$ cat src/hw/rtl/cfur_pkg.sv
// ----------------------------------------------------------------------------
// cfur_pkg
// Shared types, constants and the CRC-16/MODBUS byte update for the framed
// update receiver.
// ----------------------------------------------------------------------------
package cfur_pkg;

	localparam int unsigned MAX_PAYLOAD = 128;

	localparam logic [7:0]  HDR_FIRST  = 8'h55;
	localparam logic [7:0]  HDR_SECOND = 8'hAA;
	localparam logic [7:0]  REPLY_ACK  = 8'h06;
	localparam logic [7:0]  REPLY_NACK = 8'h07;
	localparam logic [7:0]  REPLY_NONE = 8'h00;

	localparam logic [7:0]  OPC_START    = 8'h00;
	localparam logic [7:0]  OPC_COMPLETE = 8'h01;
	localparam logic [7:0]  OPC_WRITE    = 8'h02;

	localparam logic [15:0] CRC_INIT = 16'hFFFF;
	localparam logic [15:0] CRC_POLY = 16'hA001;

	localparam int unsigned OUT_TDATA_W = 72;
	localparam int unsigned OUT_TUSER_W = 2;

	typedef enum logic [1:0] {
		EV_PAYLOAD  = 2'd0,
		EV_ACK      = 2'd1,
		EV_NACK     = 2'd2,
		EV_NO_REPLY = 2'd3
	} event_kind_t;

	typedef enum logic [6:0] {
		PH_HEAD1 = 7'b0000001,
		PH_HEAD2 = 7'b0000010,
		PH_LEN   = 7'b0000100,
		PH_CMD   = 7'b0001000,
		PH_DATA  = 7'b0010000,
		PH_CRCLO = 7'b0100000,
		PH_CRCHI = 7'b1000000
	} phase_t;

	// Reflected CRC-16, one byte: eight shift/xor steps on 16 bits.
	function automatic logic [15:0] crc16_byte(input logic [15:0] crc_in,
			input logic [7:0] data);
		logic [15:0] c;
		c = crc_in ^ {8'h00, data};
		for (int k = 0; k < 8; k++) begin
			if (c[0]) begin
				c = (c >> 1) ^ CRC_POLY;
			end else begin
				c = c >> 1;
			end
		end
		return c;
	endfunction

endpackage

$ cat src/hw/rtl/crc16_framed_update_receiver.sv
// ----------------------------------------------------------------------------
// crc16_framed_update_receiver
// Parses 0x55 0xAA framed update packets byte by byte, checks CRC-16/MODBUS,
// forwards payload bytes as tentative flash writes and reports frame outcome.
// ----------------------------------------------------------------------------
// Output timing: a result word is registered and appears on the master side in the
// cycle after the input word that causes it is accepted.
// Throughput: one input word per cycle; the parser state and the output
// register both update in the accepting cycle, so only output stall slows it.
// Reset: arst_n clears the parser to header hunt, CRC to 0xFFFF, write
// pointer and base address to zero, and empties the output register.
module crc16_framed_update_receiver
	import cfur_pkg::*;
(
	input  logic                   clk,
	input  logic                   arst_n,
	// configuration: download_base_addr
	input  logic                   cfg_wr_en,
	input  logic [31:0]            cfg_wr_data,
	// input stream
	input  logic                   s_tvalid,
	output logic                   s_tready,
	input  logic [7:0]             s_tdata,   // [7:0] rx_byte
	// result stream
	output logic                   m_tvalid,
	input  logic                   m_tready,
	// [7:0] data_byte, [39:8] flash_addr, [47:40] reply_byte,
	// [55:48] command_code, [56] erase_request, [57] commit_write,
	// [58] update_request, [66:59] frame_length, [71:67] zero
	output logic [OUT_TDATA_W-1:0] m_tdata,
	output logic [OUT_TUSER_W-1:0] m_tuser    // [1:0] event_kind
);

	localparam logic [7:0] MAX_LEN = 8'(MAX_PAYLOAD);

	phase_t      phase_q, phase_d;
	logic [7:0]  len_q, len_d;
	logic [7:0]  cmd_q, cmd_d;
	logic [7:0]  seen_q, seen_d;
	logic [15:0] crc_q, crc_d;
	logic [7:0]  crc_lo_q, crc_lo_d;
	logic [31:0] wptr_q, wptr_d;
	logic [31:0] base_q;

	logic        res_valid;
	event_kind_t res_kind;
	logic [7:0]  res_data;
	logic [31:0] res_addr;
	logic [7:0]  res_reply;
	logic [7:0]  res_cmd;
	logic        res_erase, res_commit, res_update;
	logic [7:0]  res_len;

	logic        accept;
	logic [15:0] crc_next;
	logic [15:0] crc_got;
	logic [7:0]  seen_inc;

	assign s_tready = !m_tvalid || m_tready;
	assign accept   = s_tvalid && s_tready;
	assign crc_next = crc16_byte((phase_q == PH_LEN) ? CRC_INIT : crc_q, s_tdata);
	assign crc_got  = {s_tdata, crc_lo_q};
	assign seen_inc = seen_q + 8'd1;

	always_comb begin
		phase_d    = phase_q;
		len_d      = len_q;
		cmd_d      = cmd_q;
		seen_d     = seen_q;
		crc_d      = crc_q;
		crc_lo_d   = crc_lo_q;
		wptr_d     = wptr_q;
		res_valid  = 1'b0;
		res_kind   = EV_PAYLOAD;
		res_data   = 8'h00;
		res_addr   = wptr_q;
		res_reply  = REPLY_NONE;
		res_cmd    = cmd_q;
		res_erase  = 1'b0;
		res_commit = 1'b0;
		res_update = 1'b0;
		res_len    = len_q;
		case (phase_q)
			PH_HEAD1: begin
				phase_d = (s_tdata == HDR_FIRST) ? PH_HEAD2 : PH_HEAD1;
			end
			PH_HEAD2: begin
				if (s_tdata == HDR_SECOND) begin
					phase_d = PH_LEN;
				end else if (s_tdata != HDR_FIRST) begin
					phase_d = PH_HEAD1;
				end
			end
			PH_LEN: begin
				// drop oversize frames and restart the hunt
				if (s_tdata > MAX_LEN) begin
					phase_d = PH_HEAD1;
				end else begin
					len_d   = s_tdata;
					seen_d  = 8'd0;
					crc_d   = crc_next;
					phase_d = PH_CMD;
				end
			end
			PH_CMD: begin
				cmd_d   = s_tdata;
				crc_d   = crc_next;
				phase_d = (len_q == 8'd0) ? PH_CRCLO : PH_DATA;
			end
			PH_DATA: begin
				crc_d     = crc_next;
				res_valid = 1'b1;
				res_kind  = EV_PAYLOAD;
				res_data  = s_tdata;
				res_addr  = wptr_q + {24'd0, seen_q};
				res_cmd   = 8'h00;
				res_len   = 8'h00;
				seen_d    = seen_inc;
				if (seen_inc >= len_q) begin
					phase_d = PH_CRCLO;
				end
			end
			PH_CRCLO: begin
				crc_lo_d = s_tdata;
				phase_d  = PH_CRCHI;
			end
			PH_CRCHI: begin
				phase_d   = PH_HEAD1;
				res_valid = 1'b1;
				if (crc_got != crc_q) begin
					res_kind  = EV_NACK;
					res_reply = REPLY_NACK;
				end else begin
					case (cmd_q)
						OPC_START: begin
							wptr_d    = base_q;
							res_addr  = base_q;
							res_kind  = EV_ACK;
							res_reply = REPLY_ACK;
							res_erase = 1'b1;
						end
						OPC_COMPLETE: begin
							res_kind   = EV_ACK;
							res_reply  = REPLY_ACK;
							res_update = 1'b1;
						end
						OPC_WRITE: begin
							wptr_d     = wptr_q + {24'd0, len_q};
							res_kind   = EV_ACK;
							res_reply  = REPLY_ACK;
							res_commit = 1'b1;
						end
						default: begin
							res_kind = EV_NO_REPLY;
						end
					endcase
				end
			end
			default: begin
				phase_d = PH_HEAD1;
			end
		endcase
	end

	always_ff @(posedge clk or negedge arst_n) begin
		if (!arst_n) begin
			phase_q  <= PH_HEAD1;
			len_q    <= 8'd0;
			cmd_q    <= 8'd0;
			seen_q   <= 8'd0;
			crc_q    <= CRC_INIT;
			crc_lo_q <= 8'd0;
			wptr_q   <= 32'd0;
		end else if (accept) begin
			phase_q  <= phase_d;
			len_q    <= len_d;
			cmd_q    <= cmd_d;
			seen_q   <= seen_d;
			crc_q    <= crc_d;
			crc_lo_q <= crc_lo_d;
			wptr_q   <= wptr_d;
		end
	end

	always_ff @(posedge clk or negedge arst_n) begin
		if (!arst_n) begin
			base_q <= 32'd0;
		end else if (cfg_wr_en) begin
			base_q <= cfg_wr_data;
		end
	end

	// output register: load on accept, clear valid once the word is taken
	always_ff @(posedge clk or negedge arst_n) begin
		if (!arst_n) begin
			m_tvalid <= 1'b0;
		end else if (accept) begin
			m_tvalid <= res_valid;
		end else if (m_tready) begin
			m_tvalid <= 1'b0;
		end
	end

	always_ff @(posedge clk) begin
		if (accept && res_valid) begin
			m_tuser <= res_kind;
			m_tdata <= {5'd0, res_len, res_update, res_commit, res_erase,
				res_cmd, res_reply, res_addr, res_data};
		end
	end

	a_data_gives_payload: assert property (@(posedge clk) disable iff (!arst_n)
		accept && phase_q == PH_DATA |=> m_tvalid && m_tuser == EV_PAYLOAD)
		else $error("payload byte did not produce a payload word");

	a_quiet_phases: assert property (@(posedge clk) disable iff (!arst_n)
		accept && (phase_q == PH_HEAD1 || phase_q == PH_HEAD2 || phase_q == PH_LEN ||
			phase_q == PH_CMD || phase_q == PH_CRCLO) |=> !m_tvalid)
		else $error("result word produced outside payload or frame end");

	a_seen_bounded: assert property (@(posedge clk) disable iff (!arst_n)
		phase_q == PH_DATA |-> seen_q < len_q)
		else $error("payload count ran past frame length");

	a_request_needs_ack: assert property (@(posedge clk) disable iff (!arst_n)
		m_tvalid && (m_tdata[56] || m_tdata[57] || m_tdata[58]) |->
			m_tuser == EV_ACK && m_tdata[47:40] == REPLY_ACK)
		else $error("flash request raised without ACK");

endmodule
$ cat config.mk
export PLATFORM = sky130hd
export DESIGN_NAME = crc16_framed_update_receiver
export DESIGN_NICKNAME = d
export VERILOG_FILES = /design/src/hw/rtl/cfur_pkg.sv /design/src/hw/rtl/crc16_framed_update_receiver.sv
export SDC_FILE = /design/constraint.sdc
export NUM_CORES = 1
export LEC_CHECK = 0
export ABC_AREA = 1
export BUFFER_PORTS_ARGS = -buffer_cell sky130_fd_sc_hd__clkbuf_2
export CORE_AREA = 2 2 98 194
export CTS_BUF_LIST = sky130_fd_sc_hd__clkbuf_4 sky130_fd_sc_hd__clkbuf_8
export DETAILED_ROUTE_END_ITERATION = 12
export DIE_AREA = 0 0 100 196
export HOLD_SLACK_MARGIN = 0.1
export PLACE_DENSITY = 0.89
export SLEW_MARGIN = 20
export SYNTH_ARGS = -nofsm -noshare
export SYNTH_HDL_FRONTEND = slang
export SYNTH_SLANG_ARGS = --single-unit
$ cat constraint.sdc
create_clock -name clk -period 8.2 [get_ports clk]
set_input_delay 1.23 -clock clk [delete_from_list [all_inputs] [get_ports clk]]
set_output_delay 1.23 -clock clk [all_outputs]
set_load 0.05 [all_outputs]
Word-level counts from Yosys, hierarchy flattened. Index checks and enable logic that the tools add are counted.

$add $sub $neg: 3. Order comparisons: 2. Reduce and logical (&&, ||, !) cells: 21. Divide/modulo/power cells: 0. $mul: 0. Mux-type cells: 34. Equality and inequality tests: 16. Shift operators: 0. Bitwise gates (word level): 12.

Operators with widths (count): 16-bit two-way mux (10); 32-bit case mux with 2 select lines (2); 32-bit by 8-bit adder with 32-bit output (2); 32-bit two-way mux (2); 7-bit case mux with 6 select lines (1); 16-bit case mux with 2 select lines (1); 2-bit NOT with 3-bit output (8); 7-bit two-way mux (3); 8-bit logical NOT (2); 16-bit != test (1); 8-bit case mux with 2 select lines (1); 16-bit by 8-bit XOR with 16-bit output (1); 3-bit AND reduction (4); 8-bit by 1-bit adder with 8-bit output (second input constant) (1); 8-bit by 1-bit equality test with 1-bit output (second input constant) (1); 8-bit by 2-bit equality test with 1-bit output (second input constant) (1); 8-bit by 7-bit equality test with 1-bit output (second input constant) (1); 8-bit equality test (second input constant) (1); 8-bit >= comparator (1); 8-bit > comparator (second input constant) (1); 8-bit two-way mux (1); 8-bit by 7-bit != test with 1-bit output (second input constant) (1); 2-bit nonzero test (4); 7-bit by 1-bit equality test with 1-bit output (second input constant) (1); 21 further kinds (36).

Memories kept: 0. RAM bits: 0. Output and inout bits: 76. Register bits after elaboration: 189. Logic and storage cells: 104. ROM bits: 0. Bits in latches: 0. Bits of input ports: 45.

Depth between registers and ports, before layout. Gate-level depths: netlist of the first run.

Depth after elaboration: 21. Depth in mapped cells: 18. Mapped depth without buffers: 17.

Worst setup path before layout of the first run. OpenSTA, ideal clock, no wires.

Path type: input port to flip-flop. Start point: input port m_tready. End point: register m_tdata[0] (enable). Path slack: 3.118 ns. Setup time: 0.484 ns. Path buffers: 0. Required time: 7.716 ns. Arrival: 4.598 ns. Stages on the path: 4. Cells stage by stage: inv_1 nand2_1 nand2_1 nor2_1.

Cells in the longest elaborated chain, start to end: 3.

RTL lines: from (decl) (line crc16_framed_update_receiver.sv:26) `input logic m_tready,`; 1-bit logical OR (line crc16_framed_update_receiver.sv:59) `assign s_tready = !m_tvalid || m_tready;`; named net s_tready (line crc16_framed_update_receiver.sv:22) `output logic s_tready,`; 1-bit logical AND (line crc16_framed_update_receiver.sv:60) `assign accept = s_tvalid && s_tready;`; 1-bit logical AND (line crc16_framed_update_receiver.sv:205) `if (accept && res_valid) begin`; to (signal assigned) (line crc16_framed_update_receiver.sv:207) `m_tdata <= {5'd0, res_len, res_update, res_commit, res_erase,`; to (decl) (line crc16_framed_update_receiver.sv:30) `output logic [OUT_TDATA_W-1:0] m_tdata,`.

The timed path passes the listed nets, and every way through them passes these cells. A chain may end at the register's enable or synchronous reset.

Worst setup path in the final report of the first run.
Start point: register seen_q[0]. End point: register m_tdata[38] (data pin).

Cells in the longest elaborated chain, start to end: 2.

RTL lines: from (decl) (line crc16_framed_update_receiver.sv:39) `logic [7:0] seen_q, seen_d;`; from (signal assigned) (line crc16_framed_update_receiver.sv:178) `seen_q <= seen_d;`; 32-bit by 8-bit adder with 32-bit output (line crc16_framed_update_receiver.sv:115) `res_addr = wptr_q + {24'd0, seen_q};`; 32-bit case mux with 2 select lines (line crc16_framed_update_receiver.sv:83) `case (phase_q)`; named net res_addr[30] (line crc16_framed_update_receiver.sv:48) `logic [31:0] res_addr;`.

The timed path passes the listed nets, and every way through them passes these cells.

==> results of run 1 <==
cells in the final DEF, fill, tap and decap left out, types with 4 or more instances in the layout:
cell type  instances
nor2_4             5
nor2_1            96
nand3_1           85
a21oi_1           49
or2_2             10
o21ai_1           20
a31oi_1            4
inv_8              6
xor2_1            15
xnor2_1           17
clkbuf_8          18
o21ai_0          133
dfrtp_1          103
o211ai_2          11
inv_2              9
dfstp_2           17
edfxtp_1          63
nor4_1            11
clkbuf_2         109
nor4_2             4
inv_1            150
ha_1              25
buf_4              8
o211ai_1          21
nor3_1            10
nand4_1           22
conb_1            10
o22ai_1            6
nand2_2            9
nand2_1          320
logic make-up after synthesis:
logic type               after synthesis  synth area share, %
AND/OR/NAND/NOR                      587                24.76
AO/OA/AOI/OAI                        259                13.96
buffers and inverters                216                8.711
flip-flops                           183                46.13
XOR/XNOR                              33                2.782
adder cells (fa/ha/maj)               27                3.311
multiplexers                           3               0.3170
other                                  1              0.03519
synth_stat cells, drive strengths merged, types with 4 or more instances:
master  instances  area (µm²)
o21ai         155       783.3
nand4          23       150.1
xnor2          18       165.2
xor2           15       131.4
or2            12       75.07
nand3          86       442.9
buf            31       229.0
a21oi          49       245.2
dfrtp         103        2577
edfxtp         63        1892
inv           160       603.1
nor2          102       415.4
o211ai         32       295.3
nand2         332        1291
a31oi           4       25.02
nor3           11       66.32
o22ai           6       37.54
clkbuf         24       91.33
nor4           17       161.4
ha             25       312.8
dfstp          17       446.7
report_power, final:
part / leakage (nW) / internal (mW) / switching (mW) / total, mW
Clock: 0.196 / 0.232 / 0.373 / 0.605
Sequential: 2.00 / 1.00 / 0.0398 / 1.04
Combinational: 3.25 / 0.105 / 0.203 / 0.308
Total: 5.45 / 1.34 / 0.616 / 1.96
final timing paths:
| check | startpoint | endpoint | cells past startpoint |
|---|---|---|---|
| max | seen_q[0] | m_tdata[38] | 14 |
| min | cmd_q[4] | cmd_q[4] | 2 |
| max reg2reg | seen_q[0] | m_tdata[38] | 14 |
| min reg2reg | cmd_q[4] | cmd_q[4] | 2 |
| max in group asynchronous | arst_n | crc_lo_q[7] | 2 |
| min in group asynchronous | arst_n | base_q[2] | 1 |
registers in the layout, indices dropped and copies added (netlist names), 2 cells and up:
name,flops
cmd_q,8
crc_lo_q,8
len_q,8
seen_q,8
m_tdata,61
phase_q,7
crc_q,16
m_tuser,2
wptr_q,32
base_q,32
tightest hold or removal path, cell delays in order, from the launching register on:
cell	delay, ns
dfrtp_1	0.36
nand2_1	0.05
o21ai_0	0.06
routing by layer:
layer	global-route usage, %	up-vias	share of wire (%)
met3	4.845	143	5.5
met5	0	-	0
li1	-	4513	-
met4	23.74	0	7.9
met2	59.36	457	54
met1	31.26	4574	33
final cells by class:
type	instances	area share (%)
clock buffers	18	2.130
well taps	216	2.323
clock inverters	14	1.119
multi-input cells	919	41.73
inverters	161	5.227
repair buffers	117	5.206
flip-flops and latches	183	42.26
metrics by stage:
step,hold slack [ns],setup slack [ns]
6_report,0.4958,5.046
2_1_floorplan,0.4530,3.118
4_1_cts,0.4975,5.095
3_3_place_gp,0.4674,4.863
3_5_place_dp,0.4740,4.798
5_1_grt,0.5300,4.825
==> results.sh, run 1 <==
export IMPL_finalCriticalPeriod_ns=3.154
export IMPL_place_congestion=0.9762
export IMPL_crit_required_ns=8.43
export IMPL_critPathTopFamily="simple AND/OR/NAND/NOR gates"
export IMPL_core_area_mm2=0.01822
export IMPL_port_buffer_count=110
export IMPL_area_growth_pct=9.145
export IMPL_crit_slowest_cell="dfrtp_1"
export IMPL_nNetsFinal=1471
export IMPL_detail_route_antenna_nets=0
export IMPL_rsz0062_at_grt="no"
export IMPL_finalSetupViolations=0
export IMPL_drt_wl_total_um=30830
export IMPL_final_core_util_pct=63.85
export IMPL_ys_seq_area_share_pct=46.13
export IMPL_drtPass1Iterations=5
export IMPL_cts_setup_buffers=0
export IMPL_cts_made_buffers=17
export IMPL_gr_total_overflow=0
export IMPL_stdcell_area_mm2=0.01163
export IMPL_grt_max_degree=74
export IMPL_maxSlewViolCount=0
export IMPL_ys_async_sr_fraction_pct=65.57
export IMPL_multi_input_area_mm2=0.004855
export IMPL_fin_cells=1628
export IMPL_ys_types=58
export IMPL_rows=70
export IMPL_max_slew_margin_pct=31.32
export IMPL_drt_first_iter_violations=681
export IMPL_pin_count=121
export IMPL_seqCellArea_mm2=0.004916
export IMPL_path_cells="ha_1 -> inv_1 -> fa_1 -> or2_1 -> o21ai_1 -> nand2_1 -> nand2_1 -> nand2_2 -> nor2_4 -> nand2_2 -> nor2_1 -> nand2_1 -> nand3_1 -> o211ai_1"
export IMPL_timing_setup_tns_ns=0
export IMPL_synth_area_mm2=0.01066
export IMPL_dp_cells=1596
export IMPL_clock_latency_ns=0.50
export IMPL_htreeDepth=4
export IMPL_grtUsageTotal_pct=32.12
export IMPL_vdd_drop_max_mv=0.1517
export IMPL_dieArea_mm2=0.01960
export IMPL_power_mw=1.955
export IMPL_ctsHoldBuffers=0
export IMPL_viasPerCell=5.950
export IMPL_vias=9687
export IMPL_grt_pass1_wl_um=48130
export IMPL_r2r_slack_ns=5.05
export IMPL_wl_per_cell_um=18.93
export IMPL_cts_tree="yes"
export IMPL_powerDensity_mw_per_mm2=168.1
export IMPL_status="finished clean"
export IMPL_cap_violations=0
export IMPL_min_path_type="reg2reg"
export IMPL_cts_reportedPaths_clkPinSlew_ns=0.11
export IMPL_cts_root_buf="clkbuf_8"
export IMPL_endpoint_kind="flop"
export IMPL_crit_buf_inv=1
export IMPL_place_area_mm2=0.01125
export IMPL_finalHoldViolCount=0
export IMPL_fin_worst_skew_ns=0.02307
export IMPL_clock_sinks=183
export IMPL_drive_above_1_share_pct=16.43
export IMPL_path_class="reg2reg"
export IMPL_drc_errors=0
export IMPL_die_width_um=100
export IMPL_arrival_ns=3.39
export IMPL_synthCells=1309
export IMPL_p_leak_nw=5.446
export IMPL_die_h_um=196
export IMPL_initial_core_util_pct=58.50
export IMPL_antenna_found_initial=0
export IMPL_avgSynthCellArea_um2=8.142
export IMPL_ys_warn_count=0
export IMPL_cpMostUsedCell="nand2_1"
export IMPL_synth_edf_count=63
export IMPL_worstPathMaxFanout=8
export IMPL_cts_buffer_depth=2
export IMPL_dp_hpwl_um=22700
export IMPL_post_cts_resized=0
export IMPL_grt_pass1_vias=9536
export IMPL_min_period_over_period_pct=38.46
export IMPL_fillers=1597
export IMPL_critical_path_max_stage_delay_ns=0.47
export IMPL_clock_fmax_mhz=317.1
export IMPL_synthFlopType="dfrtp_1"
export IMPL_worst_pin_slew_ns=1.029
export IMPL_critPathLaunchType="flop"
export IMPL_diodes=0
export IMPL_ys_seq_elements=183
No activity file was read; power rests on OpenSTA's default activity.
==> run 2: changes to the inputs <==
- ABC_AREA: 1 -> 0
- CORE_AREA: 2 2 98 194 -> 2 2 99 197
- DIE_AREA: 0 0 100 196 -> 0 0 101 199
- PLACE_DENSITY: 0.89 -> 0.87
- clock period: 8.2 -> 2.83 ns (I/O delays scaled with it)
==> run 2 against run 1 <==
  * Wire length fell by 5.4%
  * Register-to-register slack worse by 4.9 ns
  * Power is 150% higher
  * Design area is 0.34% lower
  * Flip-flop and latch count is the same
  * Clock-buffer cell count up 3
  * Worst setup slack got worse by 4.9 ns
  * Non-clock buffer count rose by 68
  * Critical endpoint is now wptr_q[27]
==> results.sh, run 2 <==
export IMPL_worst_pin_slew_ns=0.8367
export IMPL_p_leak_nw=4.869
export IMPL_synthFlopType="dfrtp_1"
export IMPL_min_path_type="in2reg"
export IMPL_mostFrequentLayoutCell="clkbuf_2"
export IMPL_synth_edf_count=63
export IMPL_met3_length_um=1607
export IMPL_powerDensity_mw_per_mm2=420.4
export IMPL_clock_sinks=183
export IMPL_fillers=1534
export IMPL_min_period_over_period_pct=96.36
export IMPL_drc_errors=0
export IMPL_drt_wl_total_um=29160
export IMPL_cts_reportedPaths_clkPinSlew_ns=0.10
export IMPL_ys_seq_elements=183
export IMPL_clock_fmax_mhz=366.7
export IMPL_grt_max_degree=41
export IMPL_finalCriticalPeriod_ns=2.727
export IMPL_status="finished clean"
export IMPL_area_growth_pct=15.47
export IMPL_die_h_um=199
export IMPL_ys_seq_area_share_pct=48.97
export IMPL_ys_async_sr_fraction_pct=65.57
export IMPL_ys_types=67
export IMPL_endpoint_kind="flop"
export IMPL_dieArea_mm2=0.02010
export IMPL_grt_pass1_wl_um=44640
export IMPL_viasPerCell=6.354
export IMPL_crit_required_ns=3.20
export IMPL_dp_hpwl_um=21940
export IMPL_cts_tree="yes"
export IMPL_cts_root_buf="clkbuf_8"
export IMPL_avgSynthCellArea_um2=10.16
export IMPL_drt_first_iter_violations=610
export IMPL_synthTopCellsByCount="103 x dfrtp_1, 97 x nand2_1, 71 x nor2_1"
export IMPL_post_place_ws_ns=0.05556
export IMPL_drtPass1Iterations=5
export IMPL_wl_met2_um=15640
export IMPL_maxSlewViolCount=0
export IMPL_yosysMostFrequentCell="dfrtp_1"
export IMPL_nNetsFinal=1200
export IMPL_yosysTopAreaCellShare_pct=25.67
export IMPL_port_buffer_count=110
export IMPL_arrival_ns=3.10
export IMPL_place_congestion=0.9812
export IMPL_yosys_top_cells_area="dfrtp_1 26%, edfxtp_1 19%, mux2_2 6.4%"
export IMPL_rows=71
export IMPL_initial_core_util_pct=53.82
export IMPL_vias=8642
export IMPL_critPathLaunchType="flop"
export IMPL_grt_pass1_vias=8669
export IMPL_max_slew_margin_pct=43.71
export IMPL_critical_path_max_stage_delay_ns=0.47
export IMPL_die_width_um=101
export IMPL_pin_count=121
export IMPL_yosys_area_top_type="dfrtp_1"
export IMPL_wl_met1_um=8905
export IMPL_stdcell_area_mm2=0.01159
export IMPL_finalHoldViolCount=0
export IMPL_finalSetupViolations=0
export IMPL_ys_warn_count=0
export IMPL_power_mw=4.874
export IMPL_final_cell_mix="109 x clkbuf_2, 102 x dfrtp_1, 96 x nand2_1, 71 x nor2_1, 69 x buf_4"
export IMPL_gr_total_overflow=0
export IMPL_place_area_mm2=0.01118
export IMPL_regMostFlops="m_tdata"
export IMPL_fin_worst_skew_ns=0.01240
export IMPL_cpMostUsedCell="a21oi_1"
export IMPL_cts_made_buffers=17
export IMPL_path_cells="buf_4 -> ha_1 -> a21o_1 -> a21oi_1 -> o211ai_1 -> a41o_2 -> nand2_1 -> o41ai_1 -> a21oi_1"
export IMPL_synthCells=988
export IMPL_crit_slowest_cell="o41ai_1"
export IMPL_largest_register_ffs=61
export IMPL_wl_per_cell_um=21.44
export IMPL_htreeDepth=4
export IMPL_grtUsageTotal_pct=29.76
export IMPL_crit_buf_inv=1
export IMPL_vdd_drop_max_mv=0.2074
export IMPL_cts_buffer_depth=2
export IMPL_reg_top3="m_tdata: 61 flops, base_q: 32 flops, wptr_q: 32 flops"
export IMPL_synth_area_mm2=0.01004
export IMPL_antenna_found_initial=0
export IMPL_setup_ws_ns=0.1029
export IMPL_worstPathMaxFanout=8
export IMPL_core_area_mm2=0.01866
export IMPL_highest_layer="met4"
export IMPL_critPathTopFamily="compound AO/OA/AOI/OAI gates"
export IMPL_clock_latency_ns=0.51
export IMPL_path_class="reg2reg"
export IMPL_diodes=0
export IMPL_drive_above_1_share_pct=27.08
export IMPL_detail_route_antenna_nets=0
export IMPL_cap_violations=0
==> run 2: changes by cell type in the layout (fill, tap and decap cells not counted), moves of 15 or more <==
cell     delta
nand3_1    -54
a21oi_1    +18
xor2_1     +15
nor2_1     -25
nand2_1   -224
and2_1     +20
mux2_2     +54
inv_1     -127
buf_4      +61
o21ai_0    -78
==> run 2: kinds of logic (layout without fill, tap and decap cells) <==
logic type / Yosys count / in the layout / share of synthesized area [%]
and+or+nand+nor: 308 / 308 / 14.82
AOI/OAI and AO/OA: 250 / 250 / 15.91
DFF: 183 / 183 / 48.97
buffers and inverters: 98 / 242 / 4.449
muxes: 61 / 61 / 6.792
xor gates and xnor gates: 60 / 60 / 5.508
adders and majority gates: 27 / 27 / 3.514
other: 1 / 10 / 0.03735
==> run 2: worst paths after layout <==
path	start	slack (ns)	end	cells after the start
worst max register to register	wptr_q[1]	0.10	wptr_q[27]	9
min in group asynchronous	arst_n	0.45	crc_lo_q[4]	2
max in group asynchronous	arst_n	1.64	crc_q[8]	3
worst min-delay path	cfg_wr_data[20]	0.15	base_q[20]	2
worst max-delay path	wptr_q[1]	0.10	wptr_q[27]	9
worst min register to register	crc_q[8]	0.50	crc_q[8]	2
==> run 2: cell type report <==
type	count	area [µm²]	area share, %
clock buffers	21	264.0	2.277
clock inverters	11	100.1	0.8635
inverters	25	98.84	0.8527
multi-input cells	716	4745	40.93
flip-flops and latches	183	4917	42.42
well taps	219	274.0	2.364
repair buffers	185	1194	10.30
==> run 2: worst register-to-register path: cells and delay by family (launching register included) <==
family | cells | cell delay (ns)
compound gates | 6 | 1.63
flops | 1 | 0.39
fa+ha+maj | 1 | 0.28
buf+inv | 1 | 0.15
simple gates | 1 | 0.15
==> run 2: where the power goes <==
group	total (mW)	switching, mW	internal [mW]
clock	1.69	0.956	0.735
sequential	2.83	0.0565	2.78
combinational	0.348	0.197	0.152
total	4.87	1.21	3.66
==> run 2: stage by stage <==
| stage | hold slack (ns) | setup TNS, ns | util, % | cells |
|---|---|---|---|---|
| floorplan | 0.1289 | 0 | - | 997 |
| global placement | 0.4500 | 0 | 59.91 | 1325 |
| detailed placement | 0.4548 | 0 | 59.91 | 1325 |
| CTS | 0.1231 | 0 | 61.92 | 1358 |
| global route | 0.1440 | -0.02452 | 62.14 | 1360 |
| finish | 0.1489 | 0 | 62.14 | 1360 |
==> run 2: what timing repair did <==
item	CTS	global route
setup buffers	0	2
endpoints found under the setup margin	0	22
hold endpoints to repair	24	0
resized for setup	0	13
hold buffers	1	0
==> run 2: layer usage <==
layer,track usage (%),vias to the layer above
li1,-,3857
met5,0,-
met3,5.481,203
met4,26.88,0
met1,27.32,4093
met2,53.63,489
